`src/sv/assert_macros.svh`:
```
// assertion macros for the escaper rtl
// no dependencies; included by modules that carry concurrent checks
`ifndef ASSERT_MACROS_SVH
`define ASSERT_MACROS_SVH

`ifndef SYNTHESIS

`define U2NE_ASSERT(name, clk, rst_n, prop, msg) \
  name: assert property (@(posedge clk) disable iff (!rst_n) (prop)) else $error(msg);

`define U2NE_ASSERT_NEVER(name, clk, rst_n, cond, msg) \
  name: assert property (@(posedge clk) disable iff (!rst_n) !(cond)) else $error(msg);

`else

`define U2NE_ASSERT(name, clk, rst_n, prop, msg)

`define U2NE_ASSERT_NEVER(name, clk, rst_n, cond, msg)

`endif

`endif

```
`src/sv/u2ne_pkg.sv`:
```
// shared types, character codes and digit split for the escaper
// no dependencies
package u2ne_pkg;

  localparam int unsigned U2NE_QDEPTH = 2;

  localparam logic [7:0] CH_AMP   = 8'h26;
  localparam logic [7:0] CH_HASH  = 8'h23;
  localparam logic [7:0] CH_SEMI  = 8'h3b;
  localparam logic [7:0] CH_QUOTE = 8'h22;
  localparam logic [7:0] CH_ZERO  = 8'h30;
  localparam logic [7:0] CH_Q     = 8'h71;
  localparam logic [7:0] CH_U     = 8'h75;
  localparam logic [7:0] CH_O     = 8'h6f;
  localparam logic [7:0] CH_T     = 8'h74;

  localparam logic [2:0] STEP_AMP  = 3'd0;
  localparam logic [2:0] STEP_HASH = 3'd1;
  localparam logic [2:0] STEP_HUND = 3'd2;
  localparam logic [2:0] STEP_TENS = 3'd3;
  localparam logic [2:0] STEP_ONES = 3'd4;
  localparam logic [2:0] STEP_SEMI = 3'd5;

  typedef enum logic [1:0] {
    PEND_NONE,
    PEND_LEAD,
    PEND_AMP
  } pend_e;

  typedef enum logic [1:0] {
    SEG_CHAR,
    SEG_QUOT,
    SEG_ENT
  } seg_kind_e;

  typedef struct packed {
    seg_kind_e  kind;
    logic [7:0] chr;
    logic [1:0] hund;
    logic [3:0] tens;
    logic [3:0] ones;
    logic       has_h;
    logic       has_t;
  } seg_t;

  typedef struct packed {
    seg_t seg0;
    seg_t seg1;
    logic two_seg;
    logic last;
  } cmd_t;

  function automatic seg_t char_seg(input logic [7:0] c);
    seg_t s;
    s       = '0;
    s.kind  = SEG_CHAR;
    s.chr   = c;
    return s;
  endfunction

  function automatic seg_t quot_seg();
    seg_t s;
    s      = '0;
    s.kind = SEG_QUOT;
    return s;
  endfunction

  // decimal split of an 8-bit code point, tens by reciprocal multiply
  function automatic seg_t ent_seg(input logic [7:0] v);
    seg_t        s;
    logic [1:0]  h;
    logic [7:0]  r;
    logic [14:0] p;
    logic [3:0]  t;
    logic [7:0]  t10;
    logic [7:0]  o;
    s = '0;
    if (v >= 8'd200) begin
      h = 2'd2;
      r = v - 8'd200;
    end else if (v >= 8'd100) begin
      h = 2'd1;
      r = v - 8'd100;
    end else begin
      h = 2'd0;
      r = v;
    end
    p       = 15'(r[6:0]) * 15'd205;
    t       = p[14:11];
    t10     = {1'b0, t, 3'b000} + {3'b000, t, 1'b0};
    o       = r - t10;
    s.kind  = SEG_ENT;
    s.hund  = h;
    s.tens  = t;
    s.ones  = o[3:0];
    s.has_h = (v >= 8'd100);
    s.has_t = (v >= 8'd10);
    return s;
  endfunction

endpackage

```
`src/sv/u2ne_front.sv`:
```
// front end: config register, held byte state, classification into commands
// depends on u2ne_pkg
module u2ne_front import u2ne_pkg::*; (
  input  logic       clk_i,
  input  logic       rst_ni,
  input  logic       cfg_we_i,
  input  logic       cfg_wdata_i,
  input  logic       in_valid_i,
  input  logic [7:0] in_byte_i,
  input  logic       in_last_i,
  input  logic       q_full_i,
  output logic       q_push_o,
  output cmd_t       q_cmd_o
);

  logic       quotes_ok_q;
  pend_e      pend_q, pend_d;
  logic [1:0] lead_q, lead_d;
  logic       accept;
  logic       a_vld, b_vld;
  seg_t       seg_a, seg_b, ent_calc;
  logic [7:0] ent_v;

  assign accept   = in_valid_i && !q_full_i;
  assign ent_v    = (pend_q == PEND_LEAD) ? {lead_q, in_byte_i[5:0]}
                                          : {in_byte_i[1:0], 6'd0};
  assign ent_calc = ent_seg(ent_v);

  always_comb begin
    a_vld  = 1'b0;
    seg_a  = ent_seg(8'd38);
    b_vld  = 1'b1;
    seg_b  = char_seg(in_byte_i);
    pend_d = PEND_NONE;
    lead_d = 2'd0;
    case (pend_q)
      PEND_LEAD: begin
        seg_b = ent_calc;
      end
      PEND_NONE, PEND_AMP: begin
        if (pend_q == PEND_AMP) begin
          a_vld = 1'b1;
          if (in_byte_i == CH_HASH) seg_a = char_seg(CH_AMP);
        end
        if (in_byte_i[7]) begin
          if (in_last_i) begin
            seg_b = ent_calc;
          end else begin
            b_vld  = 1'b0;
            pend_d = PEND_LEAD;
            lead_d = in_byte_i[1:0];
          end
        end else if (!quotes_ok_q && in_byte_i == CH_QUOTE) begin
          seg_b = quot_seg();
        end else if (!quotes_ok_q && in_byte_i == CH_AMP) begin
          if (in_last_i) begin
            seg_b = ent_seg(8'd38);
          end else begin
            b_vld  = 1'b0;
            pend_d = PEND_AMP;
          end
        end
      end
      default: begin
        seg_b = char_seg(in_byte_i);
      end
    endcase
  end

  always_comb begin
    q_cmd_o.last = in_last_i;
    if (a_vld) begin
      q_cmd_o.seg0    = seg_a;
      q_cmd_o.seg1    = seg_b;
      q_cmd_o.two_seg = b_vld;
    end else begin
      q_cmd_o.seg0    = seg_b;
      q_cmd_o.seg1    = seg_b;
      q_cmd_o.two_seg = 1'b0;
    end
  end

  assign q_push_o = accept && (a_vld || b_vld);

  always_ff @(posedge clk_i or negedge rst_ni) begin
    if (!rst_ni) begin
      quotes_ok_q <= 1'b0;
      pend_q      <= PEND_NONE;
      lead_q      <= 2'd0;
    end else begin
      if (cfg_we_i) quotes_ok_q <= cfg_wdata_i;
      if (accept) begin
        pend_q <= pend_d;
        lead_q <= lead_d;
      end
    end
  end

endmodule

```
`src/sv/u2ne_cmd_fifo.sv`:
```
// short command queue between front and back ends
// depends on u2ne_pkg
module u2ne_cmd_fifo import u2ne_pkg::*; #(
  parameter int unsigned Depth = U2NE_QDEPTH
) (
  input  logic clk_i,
  input  logic rst_ni,
  input  logic push_i,
  input  cmd_t data_i,
  output logic full_o,
  input  logic pop_i,
  output cmd_t data_o,
  output logic valid_o
);

  localparam int unsigned PtrW = $clog2(Depth);
  localparam int unsigned CntW = $clog2(Depth + 1);
  localparam logic [PtrW-1:0] LastPtr = PtrW'(Depth - 1);
  localparam logic [CntW-1:0] FullCnt = CntW'(Depth);

  cmd_t            mem_q [Depth];
  logic [PtrW-1:0] wptr_q, rptr_q;
  logic [CntW-1:0] cnt_q;
  logic            do_push, do_pop;

  assign full_o  = (cnt_q == FullCnt);
  assign valid_o = (cnt_q != '0);
  assign data_o  = mem_q[rptr_q];
  assign do_push = push_i && !full_o;
  assign do_pop  = pop_i && valid_o;

  always_ff @(posedge clk_i) begin
    if (do_push) mem_q[wptr_q] <= data_i;
  end

  always_ff @(posedge clk_i or negedge rst_ni) begin
    if (!rst_ni) begin
      wptr_q <= '0;
      rptr_q <= '0;
      cnt_q  <= '0;
    end else begin
      if (do_push) wptr_q <= (wptr_q == LastPtr) ? '0 : wptr_q + 1'b1;
      if (do_pop)  rptr_q <= (rptr_q == LastPtr) ? '0 : rptr_q + 1'b1;
      if (do_push && !do_pop)      cnt_q <= cnt_q + 1'b1;
      else if (do_pop && !do_push) cnt_q <= cnt_q - 1'b1;
    end
  end

endmodule

```
`src/sv/u2ne_back.sv`:
```
// back end: expands commands into characters, output register with empty/pop
// depends on u2ne_pkg and assert_macros.svh
`include "assert_macros.svh"
module u2ne_back import u2ne_pkg::*; (
  input  logic       clk_i,
  input  logic       rst_ni,
  input  logic       q_valid_i,
  input  cmd_t       q_cmd_i,
  output logic       q_pop_o,
  input  logic       pop_i,
  output logic       empty_o,
  output logic [7:0] out_char_o,
  output logic       run_last_o,
  output logic       string_end_o
);

  logic       sel_q, sel_d;
  logic [2:0] step_q, step_d;
  logic       out_valid_q;
  logic [7:0] out_char_q;
  logic       run_last_q;
  logic       string_end_q;
  logic       adv;
  seg_t       seg;
  logic [7:0] chr;
  logic       seg_done;
  logic       cmd_done;
  logic [2:0] step_nx;

  assign adv = q_valid_i && (!out_valid_q || pop_i);
  assign seg = sel_q ? q_cmd_i.seg1 : q_cmd_i.seg0;

  always_comb begin
    chr      = seg.chr;
    seg_done = 1'b1;
    step_nx  = step_q + 3'd1;
    case (seg.kind)
      SEG_CHAR: begin
        chr = seg.chr;
      end
      SEG_QUOT: begin
        seg_done = (step_q == STEP_SEMI);
        case (step_q)
          3'd0:    chr = CH_AMP;
          3'd1:    chr = CH_Q;
          3'd2:    chr = CH_U;
          3'd3:    chr = CH_O;
          3'd4:    chr = CH_T;
          default: chr = CH_SEMI;
        endcase
      end
      SEG_ENT: begin
        seg_done = (step_q == STEP_SEMI);
        if (step_q == STEP_HASH) begin
          step_nx = seg.has_h ? STEP_HUND : (seg.has_t ? STEP_TENS : STEP_ONES);
        end
        case (step_q)
          STEP_AMP:  chr = CH_AMP;
          STEP_HASH: chr = CH_HASH;
          STEP_HUND: chr = CH_ZERO | {6'd0, seg.hund};
          STEP_TENS: chr = CH_ZERO | {4'd0, seg.tens};
          STEP_ONES: chr = CH_ZERO | {4'd0, seg.ones};
          default:   chr = CH_SEMI;
        endcase
      end
      default: begin
        chr = seg.chr;
      end
    endcase
  end

  assign cmd_done = seg_done && (sel_q || !q_cmd_i.two_seg);
  assign q_pop_o  = adv && cmd_done;

  always_comb begin
    sel_d  = sel_q;
    step_d = step_q;
    if (adv) begin
      if (seg_done) begin
        step_d = STEP_AMP;
        sel_d  = !cmd_done;
      end else begin
        step_d = step_nx;
      end
    end
  end

  always_ff @(posedge clk_i or negedge rst_ni) begin
    if (!rst_ni) begin
      sel_q       <= 1'b0;
      step_q      <= STEP_AMP;
      out_valid_q <= 1'b0;
    end else begin
      sel_q  <= sel_d;
      step_q <= step_d;
      if (adv)        out_valid_q <= 1'b1;
      else if (pop_i) out_valid_q <= 1'b0;
    end
  end

  always_ff @(posedge clk_i) begin
    if (adv) begin
      out_char_q   <= chr;
      run_last_q   <= cmd_done;
      string_end_q <= cmd_done && q_cmd_i.last;
    end
  end

  assign empty_o      = !out_valid_q;
  assign out_char_o   = out_char_q;
  assign run_last_o   = run_last_q;
  assign string_end_o = string_end_q;

  `U2NE_ASSERT(a_end_is_run_last, clk_i, rst_ni, (out_valid_q && string_end_q) |-> run_last_q, "string end without run last")
  `U2NE_ASSERT(a_step_range, clk_i, rst_ni, step_q <= STEP_SEMI, "sequencer step out of range")
  `U2NE_ASSERT(a_pop_whole_cmd, clk_i, rst_ni, q_pop_o |-> (sel_q || !q_cmd_i.two_seg), "command popped before its second segment")
  `U2NE_ASSERT_NEVER(a_second_only_if_two, clk_i, rst_ni, q_valid_i && sel_q && !q_cmd_i.two_seg, "second segment selected on single-segment command")

endmodule

```
`src/sv/utf8_to_numeric_entity_escaper.sv`:
```
// top level of the utf-8 to numeric character reference escaper
// depends on u2ne_pkg, u2ne_front, u2ne_cmd_fifo, u2ne_back
//
// channel   direction  handshake               word
// input     in         push / full             in_byte_i, in_last_i
// result    out        empty / pop             out_char_o, run_last_o, string_end_o
// config    in         cfg_we_i                cfg_wdata_i (quotes_ok)
//
// one result character per cycle while commands are queued and pop does not stall;
// a byte yields 1 character for plain text, up to 11, set by the back-end sequencer
// a byte that is only held for lookahead produces nothing
// a command is queued for the byte, then each character is registered for output
// full rises when the command queue (QDepth entries) is full; pop stalls hold the
// output register and back-pressure the queue; reset clears held state at once
module utf8_to_numeric_entity_escaper import u2ne_pkg::*; #(
  parameter int unsigned QDepth = U2NE_QDEPTH
) (
  input  logic       clk_i,
  input  logic       rst_ni,
  input  logic       cfg_we_i,
  input  logic       cfg_wdata_i,
  input  logic       push,
  output logic       full,
  input  logic [7:0] in_byte_i,
  input  logic       in_last_i,
  output logic       empty,
  input  logic       pop,
  output logic [7:0] out_char_o,
  output logic       run_last_o,
  output logic       string_end_o
);

  logic q_push, q_full, q_pop, q_valid;
  cmd_t q_wcmd, q_rcmd;

  assign full = q_full;

  u2ne_front u_front (
    .clk_i      (clk_i),
    .rst_ni     (rst_ni),
    .cfg_we_i   (cfg_we_i),
    .cfg_wdata_i(cfg_wdata_i),
    .in_valid_i (push),
    .in_byte_i  (in_byte_i),
    .in_last_i  (in_last_i),
    .q_full_i   (q_full),
    .q_push_o   (q_push),
    .q_cmd_o    (q_wcmd)
  );

  u2ne_cmd_fifo #(
    .Depth(QDepth)
  ) u_fifo (
    .clk_i  (clk_i),
    .rst_ni (rst_ni),
    .push_i (q_push),
    .data_i (q_wcmd),
    .full_o (q_full),
    .pop_i  (q_pop),
    .data_o (q_rcmd),
    .valid_o(q_valid)
  );

  u2ne_back u_back (
    .clk_i       (clk_i),
    .rst_ni      (rst_ni),
    .q_valid_i   (q_valid),
    .q_cmd_i     (q_rcmd),
    .q_pop_o     (q_pop),
    .pop_i       (pop),
    .empty_o     (empty),
    .out_char_o  (out_char_o),
    .run_last_o  (run_last_o),
    .string_end_o(string_end_o)
  );

endmodule

```
`config.mk`:
```
export PLATFORM = sky130hd
export DESIGN_NAME = utf8_to_numeric_entity_escaper
export DESIGN_NICKNAME = d
export VERILOG_FILES = /design/src/sv/u2ne_pkg.sv /design/src/sv/u2ne_front.sv /design/src/sv/u2ne_cmd_fifo.sv /design/src/sv/u2ne_back.sv /design/src/sv/utf8_to_numeric_entity_escaper.sv
export VERILOG_INCLUDE_DIRS = /design/src /design/src/sv
export SDC_FILE = /design/constraint.sdc
export NUM_CORES = 1
export LEC_CHECK = 0
export BUFFER_PORTS_ARGS = -buffer_cell sky130_fd_sc_hd__buf_2
export CAP_MARGIN = 25
export CORE_AREA = 5 5 110 112
export DETAILED_ROUTE_END_ITERATION = 8
export DIE_AREA = 0 0 115 117
export PLACE_DENSITY = 0.82
export SLEW_MARGIN = 15
export SYNTH_ARGS = -nofsm -noshare
export SYNTH_HDL_FRONTEND = slang
export SYNTH_SLANG_ARGS = --single-unit
```
`constraint.sdc`:
```
create_clock -name clk_i -period 9 [get_ports clk_i]
set_input_delay 0.9 -clock clk_i [delete_from_list [all_inputs] [get_ports clk_i]]
set_output_delay 0.9 -clock clk_i [all_outputs]
set_load 0.1 [all_outputs]
```
Word-level counts from Yosys, hierarchy flattened
Memories as Yosys holds them, arrays and structs flattened.
Index checks and enable logic that the tools add are counted.
{"block": "classes", "shifts": 0, "eq_ne": 13, "n_reduce_logical": 30, "addsub": 9, "bitwise_logic": 0, "n_lt_le_gt_ge": 3, "n_mux": 49, "n_div": 0, "n_mul": 1}
{"op": "$mux W22", "count": 9}
{"op": "$mux W45", "count": 1}
{"op": "$pmux W22 S2", "count": 1}
{"op": "$pmux W7 S5", "count": 1}
{"op": "$pmux W5 S5", "count": 1}
{"op": "$eq A8 B6 Y1 const B", "count": 3}
{"op": "$mux W2", "count": 11}
{"op": "$mux W1", "count": 16}
{"op": "$pmux W8 S2", "count": 1}
{"op": "$mul A7 B8 Y15 const B", "count": 1}
{"op": "$mux W3", "count": 5}
{"op": "$mux W7", "count": 2}
{"op": "$sub A7 B7 Y7 const B", "count": 2}
{"op": "$logic_and A1 B1 Y1", "count": 12}
{"op": "$ge A8 B4 Y1 const B", "count": 1}
{"op": "$ge A8 B7 Y1 const B", "count": 1}
{"op": "$ge A8 B8 Y1 const B", "count": 1}
{"op": "$mux W8", "count": 1}
{"op": "$logic_not A1 Y1", "count": 7}
{"op": "$eq A2 B2 Y1 const B", "count": 3}
{"op": "$eq A3 B2 Y1 const B", "count": 2}
{"op": "$eq A3 B3 Y1 const B", "count": 2}
{"op": "$reduce_bool A2 Y1", "count": 3}
{"op": "$add A4 B4 Y4", "count": 1}
{"op": "12 further kinds", "count": 17}
{"block": "totals", "wordCells": 118, "ram_bits": 92, "rom_bits": 0, "latchBits": 0, "inputBits": 15, "regBits": 24, "n_memories": 1, "out_inout_bits": 12}
{"memory": "u_fifo.mem_q", "depth": 2, "width": 46, "rd": 1, "rd_ports_with_merged_regs": 0, "wr": 1, "line_no": "u2ne_cmd_fifo.sv:21", "text": "cmd_t mem_q [Depth];"}

Depth between registers and ports, before layout
Gate-level depths: netlist of run 1.
{"block": "logic_depth", "depth_word": 13, "depth_mapped": 31, "ltp_nobuf": 28}

Hierarchy
Synthesis of run 1 repeated with hierarchy kept, for this count alone.
{"block": "unflattened", "cells_unflattened": 568, "hier_area_um2": 7039.3}
{"mod": "u2ne_cmd_fifo", "seq_area_each_um2": 2862.7, "area_per_inst_um2": 3643.5, "instances": 1, "cells_per_inst": 162}
{"mod": "u2ne_front", "seq_area_each_um2": 125.1, "area_per_inst_um2": 2103.3, "instances": 1, "cells_per_inst": 277}
{"mod": "u2ne_back", "seq_area_each_um2": 425.4, "area_per_inst_um2": 1292.5, "instances": 1, "cells_per_inst": 129}

Least setup slack after synthesis of run 1
OpenSTA, ideal clock, no wires.
{"block": "synth_path", "kind": "input -> register", "from": "input in_byte_i[2]", "to": "memory u_fifo.mem_q[0][29] (netlist name), data pin", "n_path_buf": 2, "setup_time_ps": 156, "cell_stages": 26, "required_ps": 8844, "slack_ps": 2387, "t_arrival_ps": 6457, "path_cell_list": "clkbuf_1 nand2_1 ha_1 o21ai_0 a21o_1 clkbuf_1 nand3_1 mux2_2 o221ai_1 ha_1 fa_1 ha_1 inv_1 fa_1 inv_1 ha_1 nand4_1 a2111oi_2 a31oi_4 o21bai_1 xor2_1 ha_1 nand2_1 nand2_1 xnor3_1 o211ai_2"}
{"item": "start: declaration", "line_no": "utf8_to_numeric_entity_escaper.sv:24", "text": "input logic [7:0] in_byte_i,"}
{"item": "end: declaration", "line_no": "u2ne_cmd_fifo.sv:21"}

==> flow_summary.json, run 1 <==
{
  "outcome": "completed",
  "drt_iter0_drc": 489,
  "ant_nets": 0,
  "instances_no_fill": 689,
  "postSynth.topFlopCell": "edfxtp_1",
  "dr_wl_met2_um": 7450,
  "io_pins": 27,
  "setup_viol_count_final": 0,
  "placed_cells": 654,
  "drive_gt1_frac": 0.168,
  "synth_cells": 503,
  "cp.required_ns": 9.24,
  "slew_headroom": 0.323,
  "netlist_area_um2": 6410,
  "critPathKind": "register to register",
  "initial_core_util": 0.576,
  "die_w_um": 115,
  "gr-total-overflow": 0,
  "wl_met1_um": 5430,
  "timing.final.crit_share": 0.771,
  "endpoint_kind": "register",
  "maxSlewViolCount": 0,
  "postLayoutCellArea_um2": 7240,
  "worst_slack_ns": 2.06,
  "track_usage": 0.221,
  "htreeDepth": 4,
  "antenna_found_initial": 0,
  "highest_layer": "met4",
  "cts_root_buf": "clkbuf_16",
  "synth_edf_count": 102,
  "ys_warn_count": 0,
  "vias_per_cell": 6.23,
  "layout_commonest_cell": "edfxtp_1",
  "cts_buffers": 17,
  "drc_errors": 0,
  "placed_area_um2": 6650,
  "reg2reg_to": "u_fifo.mem_q[1][29]$_DFFE_PP_",
  "clockBufferDepth": 2,
  "clkLatencyLatePin_ns": 0.41,
  "wire_per_inst_um": 20.6,
  "synth_nets": 573,
  "pre_cts_ws_ns": 1.87,
  "worstPathMaxFanout": 17,
  "synth_seq_cells": 116,
  "cts_hold_buf": 0,
  "dp_hpwl_um": 9590,
  "r2r_cells": 26,
  "cts_sinks": 116,
  "via_count": 4295,
  "syn2layout_area_growth_pct": 13.0,
  "rsz0062_at_grt": "no",
  "cts_tree": "done",
  "diodes": 0,
  "cts_setup_buffers": 0,
  "grt_max_degree": 47,
  "cts.clk_slew.worst_paths_ns": 0.05,
  "core-area_um2": 11100,
  "nets": 603,
  "arrival_ns": 7.18,
  "place_congestion": 0.917,
  "max_cap_viol_count": 0,
  "firstDrtPassIters": 5,
  "die-height_um": 117,
  "ys_types": 63,
  "ys_async_sr_fraction": 0.121,
  "io_buffers": 26,
  "hold_path.class": "input port to asynchronous set/reset pin",
  "cp-start-kind": "register",
  "most-common-layout-cells": "edfxtp_1 (102), nor2_1 (51), ha_1 (47), inv_1 (40), nand2_1 (31)",
  "grt_pass1_wl_um": 22100,
  "syn_area_per_cell_um2": 12.7,
  "cts_resized": 0,
  "wl_met3_um": 984,
  "rows": 39,
  "timing.fmax_ghz": 0.144,
  "yosysSeqAreaShare": 0.533,
  "final_hold_viol_count": 0,
  "min_period_ns": 6.94,
  "tightest_slew_ns": 1.02,
  "r2r_start": "u_front.pend_q[0]$_DFFE_PN0P_",
  "fp.dieArea_um2": 13500,
  "totalWireLength_um": 14200,
  "fillers": 772,
  "first_global_vias": 4254,
  "reg2reg_slack_ns": 2.06,
  "fin_tns_setup_ns": 0,
  "clock-skew-final_ns": 0.0113
}
-- layout make-up --
| type | count | area, µm² | area share |
|---|---|---|---|
| Inverter | 40 | 150 | 0.0207 |
| Multi-Input combinational cell | 325 | 2750 | 0.380 |
| Sequential cell | 116 | 3410 | 0.471 |
| Clock inverter | 5 | 55.1 | 0.00760 |
| Tap cell | 143 | 179 | 0.0247 |
| Clock buffer | 27 | 493 | 0.0681 |
| Timing Repair Buffer | 33 | 200 | 0.0277 |
-- metrics by stage --
step | hold WS [ns] | util
4_1_cts | 0.401 | 0.647
3_5_place_dp | 0.487 | 0.598
6_report | 0.403 | 0.651
2_1_floorplan | 0.456 | -
3_3_place_gp | 0.480 | 0.598
5_1_grt | 0.407 | 0.651
-- metal layers --
| metal | global-route usage | vias to the layer above |
|---|---|---|
| met2 | 0.381 | 230 |
| met1 | 0.272 | 2103 |
| li1 | - | 1932 |
| met3 | 0.0540 | 30 |
| met5 | 0 | - |
| met4 | 0.0790 | 0 |
-- Yosys cell counts, drive strengths merged (5+ instances only) --
master	number	share of area
nor2b	7	0.0068
o21ai	22	0.017
edfxtp	102	0.48
and3	11	0.011
nor3	13	0.010
xor2	6	0.0082
a31oi	5	0.0096
nand2	31	0.018
nand2b	6	0.0070
nand4	5	0.0049
a21oi	12	0.010
buf	9	0.0082
xnor2	7	0.011
nor2	51	0.030
or3	6	0.0066
ha	47	0.092
mux4	22	0.077
and2	12	0.012
clkbuf	13	0.0076
dfrtp	14	0.055
fa	8	0.025
nand3	5	0.0039
inv	40	0.023
-- registers in the layout (all words and copies together) (netlist names), 2 cells and up --
register,count
u_back.step_q,3
u_fifo.cnt_q,2
u_fifo.mem_q,92
u_back.out_char_o,8
u_front.lead_q,2
u_front.pend_q,2
-- kinds of logic (layout without fill, tap and decap cells) --
kind of cell	count (synthesis)	in the layout	share of synthesized area
adder cells (fa/ha/maj)	55	55	0.117
flip-flops	116	116	0.533
AND/OR/NAND/NOR	156	156	0.120
AO/OA/AOI/OAI	72	72	0.0805
multiplexers	28	28	0.0879
XOR/XNOR	14	14	0.0225
buffers and inverters	62	105	0.0392
-- worst max-delay path, stage by stage (launching register included) --
cell,delay [ns]
dfrtp_1,0.53
nor2b_1,0.19
buf_4,0.23
nand2_1,0.13
ha_1,0.24
o21ai_0,0.17
a21o_1,0.40
nand3_1,0.12
mux2_2,0.29
o221ai_1,0.30
ha_1,0.33
fa_1,0.48
ha_1,0.29
inv_1,0.05
fa_1,0.50
inv_1,0.04
ha_1,0.27
nand4_1,0.13
a2111oi_2,0.48
a31oi_4,0.16
o21bai_1,0.18
xor2_1,0.23
ha_1,0.30
nand2_1,0.09
nand2_1,0.07
xnor3_1,0.39
o211ai_2,0.19
-- worst max-delay path by stage --
stage / slack, ns / to / cells after the start / start
after CTS: 1.99 / u_fifo.mem_q[0][7]$_DFFE_PP_ / 24 / u_front.pend_q[0]$_DFFE_PN0P_
final: 2.06 / u_fifo.mem_q[1][29]$_DFFE_PP_ / 26 / u_front.pend_q[0]$_DFFE_PN0P_
after global placement: 2.02 / u_fifo.mem_q[0][29]$_DFFE_PP_ / 25 / in_byte_i[0]
after floorplan: 2.39 / u_fifo.mem_q[0][29]$_DFFE_PP_ / 26 / in_byte_i[2]
after detailed placement: 1.87 / u_fifo.mem_q[1][7]$_DFFE_PP_ / 25 / in_byte_i[0]
after global routing: 1.60 / u_fifo.mem_q[0][7]$_DFFE_PP_ / 26 / u_front.pend_q[0]$_DFFE_PN0P_
Power of run 1 is left out: the tool's default activity adds up to more than one toggle a clock period on the data nets, which glitch-free logic cannot reach.
==> inputs of run 2 (changes only) <==
--- a/config.mk
+++ b/config.mk
@@ -6,12 +6,13 @@
 export SDC_FILE = /design/constraint.sdc
 export NUM_CORES = 1
 export LEC_CHECK = 0
+export ABC_AREA = 1
 export BUFFER_PORTS_ARGS = -buffer_cell sky130_fd_sc_hd__buf_2
 export CAP_MARGIN = 25
 export CORE_AREA = 5 5 110 112
 export DETAILED_ROUTE_END_ITERATION = 8
 export DIE_AREA = 0 0 115 117
-export PLACE_DENSITY = 0.82
+export PLACE_DENSITY = 0.83
 export SLEW_MARGIN = 15
 export SYNTH_ARGS = -nofsm -noshare
 export SYNTH_HDL_FRONTEND = slang
==> constraint.sdc (replaced) <==
create_clock -name clk_i -period 7.23 [get_ports clk_i]
set_input_delay 0.723 -clock clk_i [delete_from_list [all_inputs] [get_ports clk_i]]
set_output_delay 0.723 -clock clk_i [all_outputs]
set_load 0.1 [all_outputs]
==> run 2 against run 1 <==
- global-route usage increased by 2.2 points
- clock-buffer cell count decreased by 8
- via count increased by 18%
- critical endpoint is now u_fifo.mem_q[0][29]$_DFFE_PP_
- highest routed layer unchanged
==> flow_summary.json, run 2 <==
{
  "outcome": "completed",
  "dp_hpwl_um": 10400,
  "fillers": 848,
  "ys_types": 47,
  "htreeDepth": 4,
  "syn_area_per_cell_um2": 9.78,
  "crit_slowest_cell": "fa_1",
  "totalWireLength_um": 15400,
  "syn2layout_area_growth_pct": 13.8,
  "cts_sinks": 116,
  "wire_per_inst_um": 18.0,
  "gr-total-overflow": 0,
  "cp-start-kind": "register",
  "hold_path.class": "input port to asynchronous set/reset pin",
  "drt_iter0_drc": 618,
  "min_period_ns": 6.70,
  "diodes": 0,
  "cts_setup_buffers": 0,
  "max_cap_viol_count": 0,
  "synth_nets": 732,
  "cp_slowest_stage_delay_ns": 0.50,
  "crit_path_frequent_cell": "inv_1",
  "tightest_slew_ns": 0.706,
  "synth_cells": 662,
  "fin_tns_setup_ns": 0,
  "drc_errors": 0,
  "ys_warn_count": 0,
  "postSynth.topFlopCell": "edfxtp_1",
  "die-height_um": 117,
  "grt_pass1_wl_um": 24900,
  "ys_top_cells_by_count": "nand2_1 (107), edfxtp_1 (102), nor2_1 (88)",
  "rsz0062_at_grt": "no",
  "arrival_ns": 6.86,
  "clkLatencyLatePin_ns": 0.41,
  "clock-skew-final_ns": 0.00815,
  "top_register": "u_fifo.mem_q",
  "initial_core_util": 0.582,
  "synth.most_common_cell": "nand2_1",
  "cp.required_ns": 7.39,
  "antenna_found_initial": 0,
  "largest_register_ffs": 92,
  "r2r_cells": 37,
  "cts_buffers": 17,
  "critPathKind": "register to register",
  "timing.fmax_ghz": 0.149,
  "rows": 39,
  "synth_edf_count": 102,
  "firstDrtPassIters": 5,
  "synth_top_cell_area_share": 0.473,
  "ant_nets": 0,
  "timing.final.crit_share": 0.926,
  "ys_async_sr_fraction": 0.121,
  "setup_viol_count_final": 0,
  "final_hold_viol_count": 0,
  "most-common-layout-cells": "nand2_1 (107), edfxtp_1 (102), nor2_1 (86), inv_1 (82), ha_1 (47)",
  "synth_area_leaders": "edfxtp_1 (47%), ha_1 (9.1%), nand2_1 (6.2%), dfrtp_1 (5.4%), nor2_1 (5.1%)",
  "regArea_um2": 3410,
  "endpoint_kind": "register",
  "clockBufferDepth": 2,
  "cts_tree": "done",
  "layout_commonest_cell": "nand2_1",
  "cts.clk_slew.worst_paths_ns": 0.05,
  "netlist_area_um2": 6470,
  "reg2reg_to": "u_fifo.mem_q[0][29]$_DFFE_PP_",
  "grt_max_degree": 49,
  "fp.dieArea_um2": 13500,
  "maxSlewViolCount": 0,
  "io_buffers": 26,
  "track_usage": 0.243,
  "vias_per_cell": 5.95,
  "die_w_um": 115,
  "io_pins": 27,
  "nets": 768,
  "r2r_start": "u_front.pend_q[0]$_DFFE_PN0P_",
  "place_congestion": 0.952,
  "reg2reg_slack_ns": 0.53,
  "first_global_vias": 5140,
  "synth_largest_area_cell": "edfxtp_1",
  "cts_root_buf": "clkbuf_16",
  "core-area_um2": 11100,
  "worstPathMaxFanout": 11,
  "multiInputGateArea_um2": 2680,
  "drive_gt1_frac": 0.134,
  "synth_seq_cells": 116,
  "via_count": 5078,
  "slew_headroom": 0.525,
  "yosysSeqAreaShare": 0.527
}
run 2: final cells by class:
| cell class | instances | share of cell area |
|---|---|---|
| clock inverter | 13 | 0.0183 |
| sequential | 116 | 0.463 |
| tap | 143 | 0.0243 |
| clock buffer | 19 | 0.0601 |
| inverter | 89 | 0.0453 |
| multi-input combinational | 440 | 0.363 |
| timing repair buffer | 34 | 0.0258 |
run 2: through the flow:
stage	setup slack, ns	std cells	util	instance area (µm²)	hold WS [ns]
after floorplan	1.27	662	-	6470	0.427
after global placement	0.854	822	0.610	6790	0.478
after detailed placement	0.523	822	0.610	6790	0.495
after CTS	0.501	854	0.662	7370	0.238
after global routing	0.0385	854	0.663	7370	0.243
final	0.534	854	0.663	7370	0.237
run 2: worst max-delay path, delay by kind of cell (launching register included):
kind	cells	cell delay (ns)
adders and majority gates	7	2.25
and+or+nand+nor	15	1.68
buffers and inverters	9	0.80
xor gates and xnor gates	2	0.46
DFF	1	0.42
AOI/OAI and AO/OA	4	0.83
run 2: cells by family (layout without fill, tap and decap cells):
kind of cell / count (synthesis) / count (layout) / synth area share
mux: 1 / 1 / 0.00174
fa+ha+maj: 55 / 55 / 0.116
xor+xnor: 10 / 10 / 0.0135
compound gates: 116 / 116 / 0.108
buf+inv: 106 / 155 / 0.0626
flops: 116 / 116 / 0.527
simple gates: 258 / 258 / 0.171
run 2: how the worst max path moves through the flow:
stage,startpoint,endpoint,cells after the start
after CTS,u_front.pend_q[0]$_DFFE_PN0P_,u_fifo.mem_q[0][29]$_DFFE_PP_,37
after detailed placement,in_byte_i[2],u_fifo.mem_q[0][29]$_DFFE_PP_,36
after global routing,u_front.pend_q[0]$_DFFE_PN0P_,u_fifo.mem_q[0][29]$_DFFE_PP_,36
after floorplan,in_byte_i[2],u_fifo.mem_q[0][29]$_DFFE_PP_,35
after global placement,in_byte_i[2],u_fifo.mem_q[0][29]$_DFFE_PP_,36
final,u_front.pend_q[0]$_DFFE_PN0P_,u_fifo.mem_q[0][29]$_DFFE_PP_,37
run 2: per-layer routing:
metal  vias up  wire length, µm  track usage
li1       2353                -            -
met1      2422             5900        0.295
met2       264             7780        0.421
met3        39             1370       0.0674
met4         0              340       0.0806
met5         -                0            0
run 2: repair_timing:
| action | in CTS | in global routing |
|---|---|---|
| hold buffers | 0 | 0 |
| resized for setup | 0 | 1 |
| endpoints found under the setup margin | 0 | 4 |
Power of run 2 is left out for the same reason.
==> inputs of run 3 (changes only) <==
--- a/config.mk
+++ b/config.mk
@@ -12,7 +12,8 @@
 export CORE_AREA = 5 5 110 112
 export DETAILED_ROUTE_END_ITERATION = 8
 export DIE_AREA = 0 0 115 117
-export PLACE_DENSITY = 0.83
+export HOLD_SLACK_MARGIN = 0.03
+export PLACE_DENSITY_LB_ADDON = 0.05
 export SLEW_MARGIN = 15
 export SYNTH_ARGS = -nofsm -noshare
 export SYNTH_HDL_FRONTEND = slang
==> run 3 against run 2 <==
- flip-flop and latch count did not move
- clock-buffer cell count did not move
- global-route usage fell by 0.13 points
- non-clock buffer count fell by 1
- via count fell by 4.6%
- clock skew fell by 0.0010 ns
- wire length fell by 0.68%
- critical path depth did not move
- critical path type unchanged
==> flow_summary.json, run 3 (same netlist as run 2, synthesis figures left out) <==
{
  "cts_buffers": 17,
  "antenna_found_initial": 0,
  "wire_per_inst_um": 17.9,
  "maxSlewViolCount": 0,
  "ant_nets": 0,
  "cts_tree": "done",
  "die_w_um": 115,
  "rsz0062_at_grt": "no",
  "endpoint_kind": "register",
  "min_period_ns": 6.63,
  "cts_root_buf": "clkbuf_16",
  "cp.required_ns": 7.39,
  "final_hold_viol_count": 0,
  "most-common-layout-cells": "nand2_1 (107), edfxtp_1 (102), nor2_1 (86), inv_1 (82), ha_1 (47)",
  "die-height_um": 117,
  "path_delay_family": "adder cells",
  "cts_resized": 0,
  "clockBufferDepth": 2,
  "max_cap_viol_count": 0,
  "setup_viol_count_final": 0,
  "first_global_vias": 4783,
  "firstDrtPassIters": 5,
  "rows": 39,
  "initial_core_util": 0.582,
  "totalWireLength_um": 15300,
  "worstPathMaxFanout": 11,
  "placed_area_um2": 6780,
  "place_congestion": 0.913,
  "cp_num_buf_inv": 9,
  "outcome": "completed",
  "hold_path.class": "input port to asynchronous set/reset pin",
  "tightest_slew_ns": 0.873,
  "vias_per_cell": 5.68,
  "syn2layout_area_growth_pct": 14.3,
  "grt_pass1_wl_um": 24400,
  "cp-startpoint": "u_front.pend_q[0]$_DFFE_PN0P_",
  "track_usage": 0.242,
  "gr-total-overflow": 0,
  "io_buffers": 26,
  "clock-skew-final_ns": 0.00715,
  "diodes": 0,
  "fp.dieArea_um2": 13500,
  "fin_tns_setup_ns": 0,
  "htreeDepth": 4,
  "grt_max_degree": 49,
  "via_count": 4842,
  "reg2reg_slack_ns": 0.60,
  "clkLatencyLatePin_ns": 0.41,
  "drt_iter0_drc": 402,
  "r2r_cells": 37,
  "cts_hold_buf": 0,
  "io_pins": 27,
  "timing.fmax_ghz": 0.151,
  "pre_cts_ws_ns": 0.667,
  "crit_path_frequent_cell": "inv_1",
  "crit_slowest_cell": "fa_1",
  "critPathKind": "register to register",
  "drive_gt1_frac": 0.123,
  "cts_setup_buffers": 0,
  "reg2reg_to": "u_fifo.mem_q[0][29]$_DFFE_PP_",
  "cp-start-kind": "register",
  "largest_register_ffs": 92,
  "postLayoutCellArea_um2": 7400,
  "core-area_um2": 11100,
  "r2r_start": "u_front.pend_q[0]$_DFFE_PN0P_",
  "crit_path_end": "u_fifo.mem_q[0][29]$_DFFE_PP_",
  "timing.final.crit_share": 0.917,
  "worst_slack_ns": 0.600,
  "dp_hpwl_um": 10800,
  "cts_sinks": 116,
  "layout_commonest_cell": "nand2_1",
  "whs_ns": 0.227,
  "slew_headroom": 0.418,
  "cp_slowest_stage_delay_ns": 0.49,
  "path_depth": 37,
  "nets": 767,
  "top_register": "u_fifo.mem_q",
  "drc_errors": 0,
  "arrival_ns": 6.79,
  "cts.clk_slew.worst_paths_ns": 0.05
}
## run 3: metal layers
metal | vias to the layer above | global-route usage | share of wire
met5 | - | 0 | 0
met4 | 0 | 0.0829 | 0.017
met3 | 26 | 0.0550 | 0.059
met2 | 158 | 0.406 | 0.49
met1 | 2326 | 0.311 | 0.43
li1 | 2332 | - | -
## run 3: how the worst min path moves through the flow
stage | cells after the start | slack (ns) | endpoint
after global placement | 2 | 0.48 | u_front.lead_q[1]$_DFFE_PN0P_
final | 1 | 0.23 | u_front.pend_q[1]$_DFFE_PN0P_
after global routing | 1 | 0.24 | u_front.pend_q[1]$_DFFE_PN0P_
after detailed placement | 2 | 0.49 | u_front.lead_q[1]$_DFFE_PN0P_
after CTS | 1 | 0.22 | u_fifo.cnt_q[0]$_DFFE_PN0P_
after floorplan | 0 | 0.43 | u_back.out_valid_q$_DFFE_PN0P_
## run 3: worst reg2reg max path, delay by kind of cell, from the launching register on
kind                       cells  cell delay (ns)
xor gates and xnor gates       2             0.45
buffers and inverters          9             0.77
AOI/OAI and AO/OA              4             0.94
DFF                            1             0.41
and+or+nand+nor               15             1.65
adders and majority gates      7             2.20
## run 3: cell type report
| type | instances | area, µm² |
|---|---|---|
| inverters | 89 | 334 |
| flip-flops and latches | 116 | 3410 |
| repair buffers | 33 | 183 |
| clock buffers | 19 | 433 |
| clock inverters | 13 | 188 |
| fillers | 871 | 3720 |
| multi-input cells | 440 | 2670 |
| well taps | 143 | 179 |
## run 3: stage by stage
| stage | std cells | utilization |
|---|---|---|
| floorplan | 662 | - |
| global placement | 821 | 0.609 |
| detailed placement | 821 | 0.609 |
| CTS | 853 | 0.665 |
| global route | 853 | 0.665 |
| finish | 853 | 0.665 |
Power of run 3 is left out for the same reason.
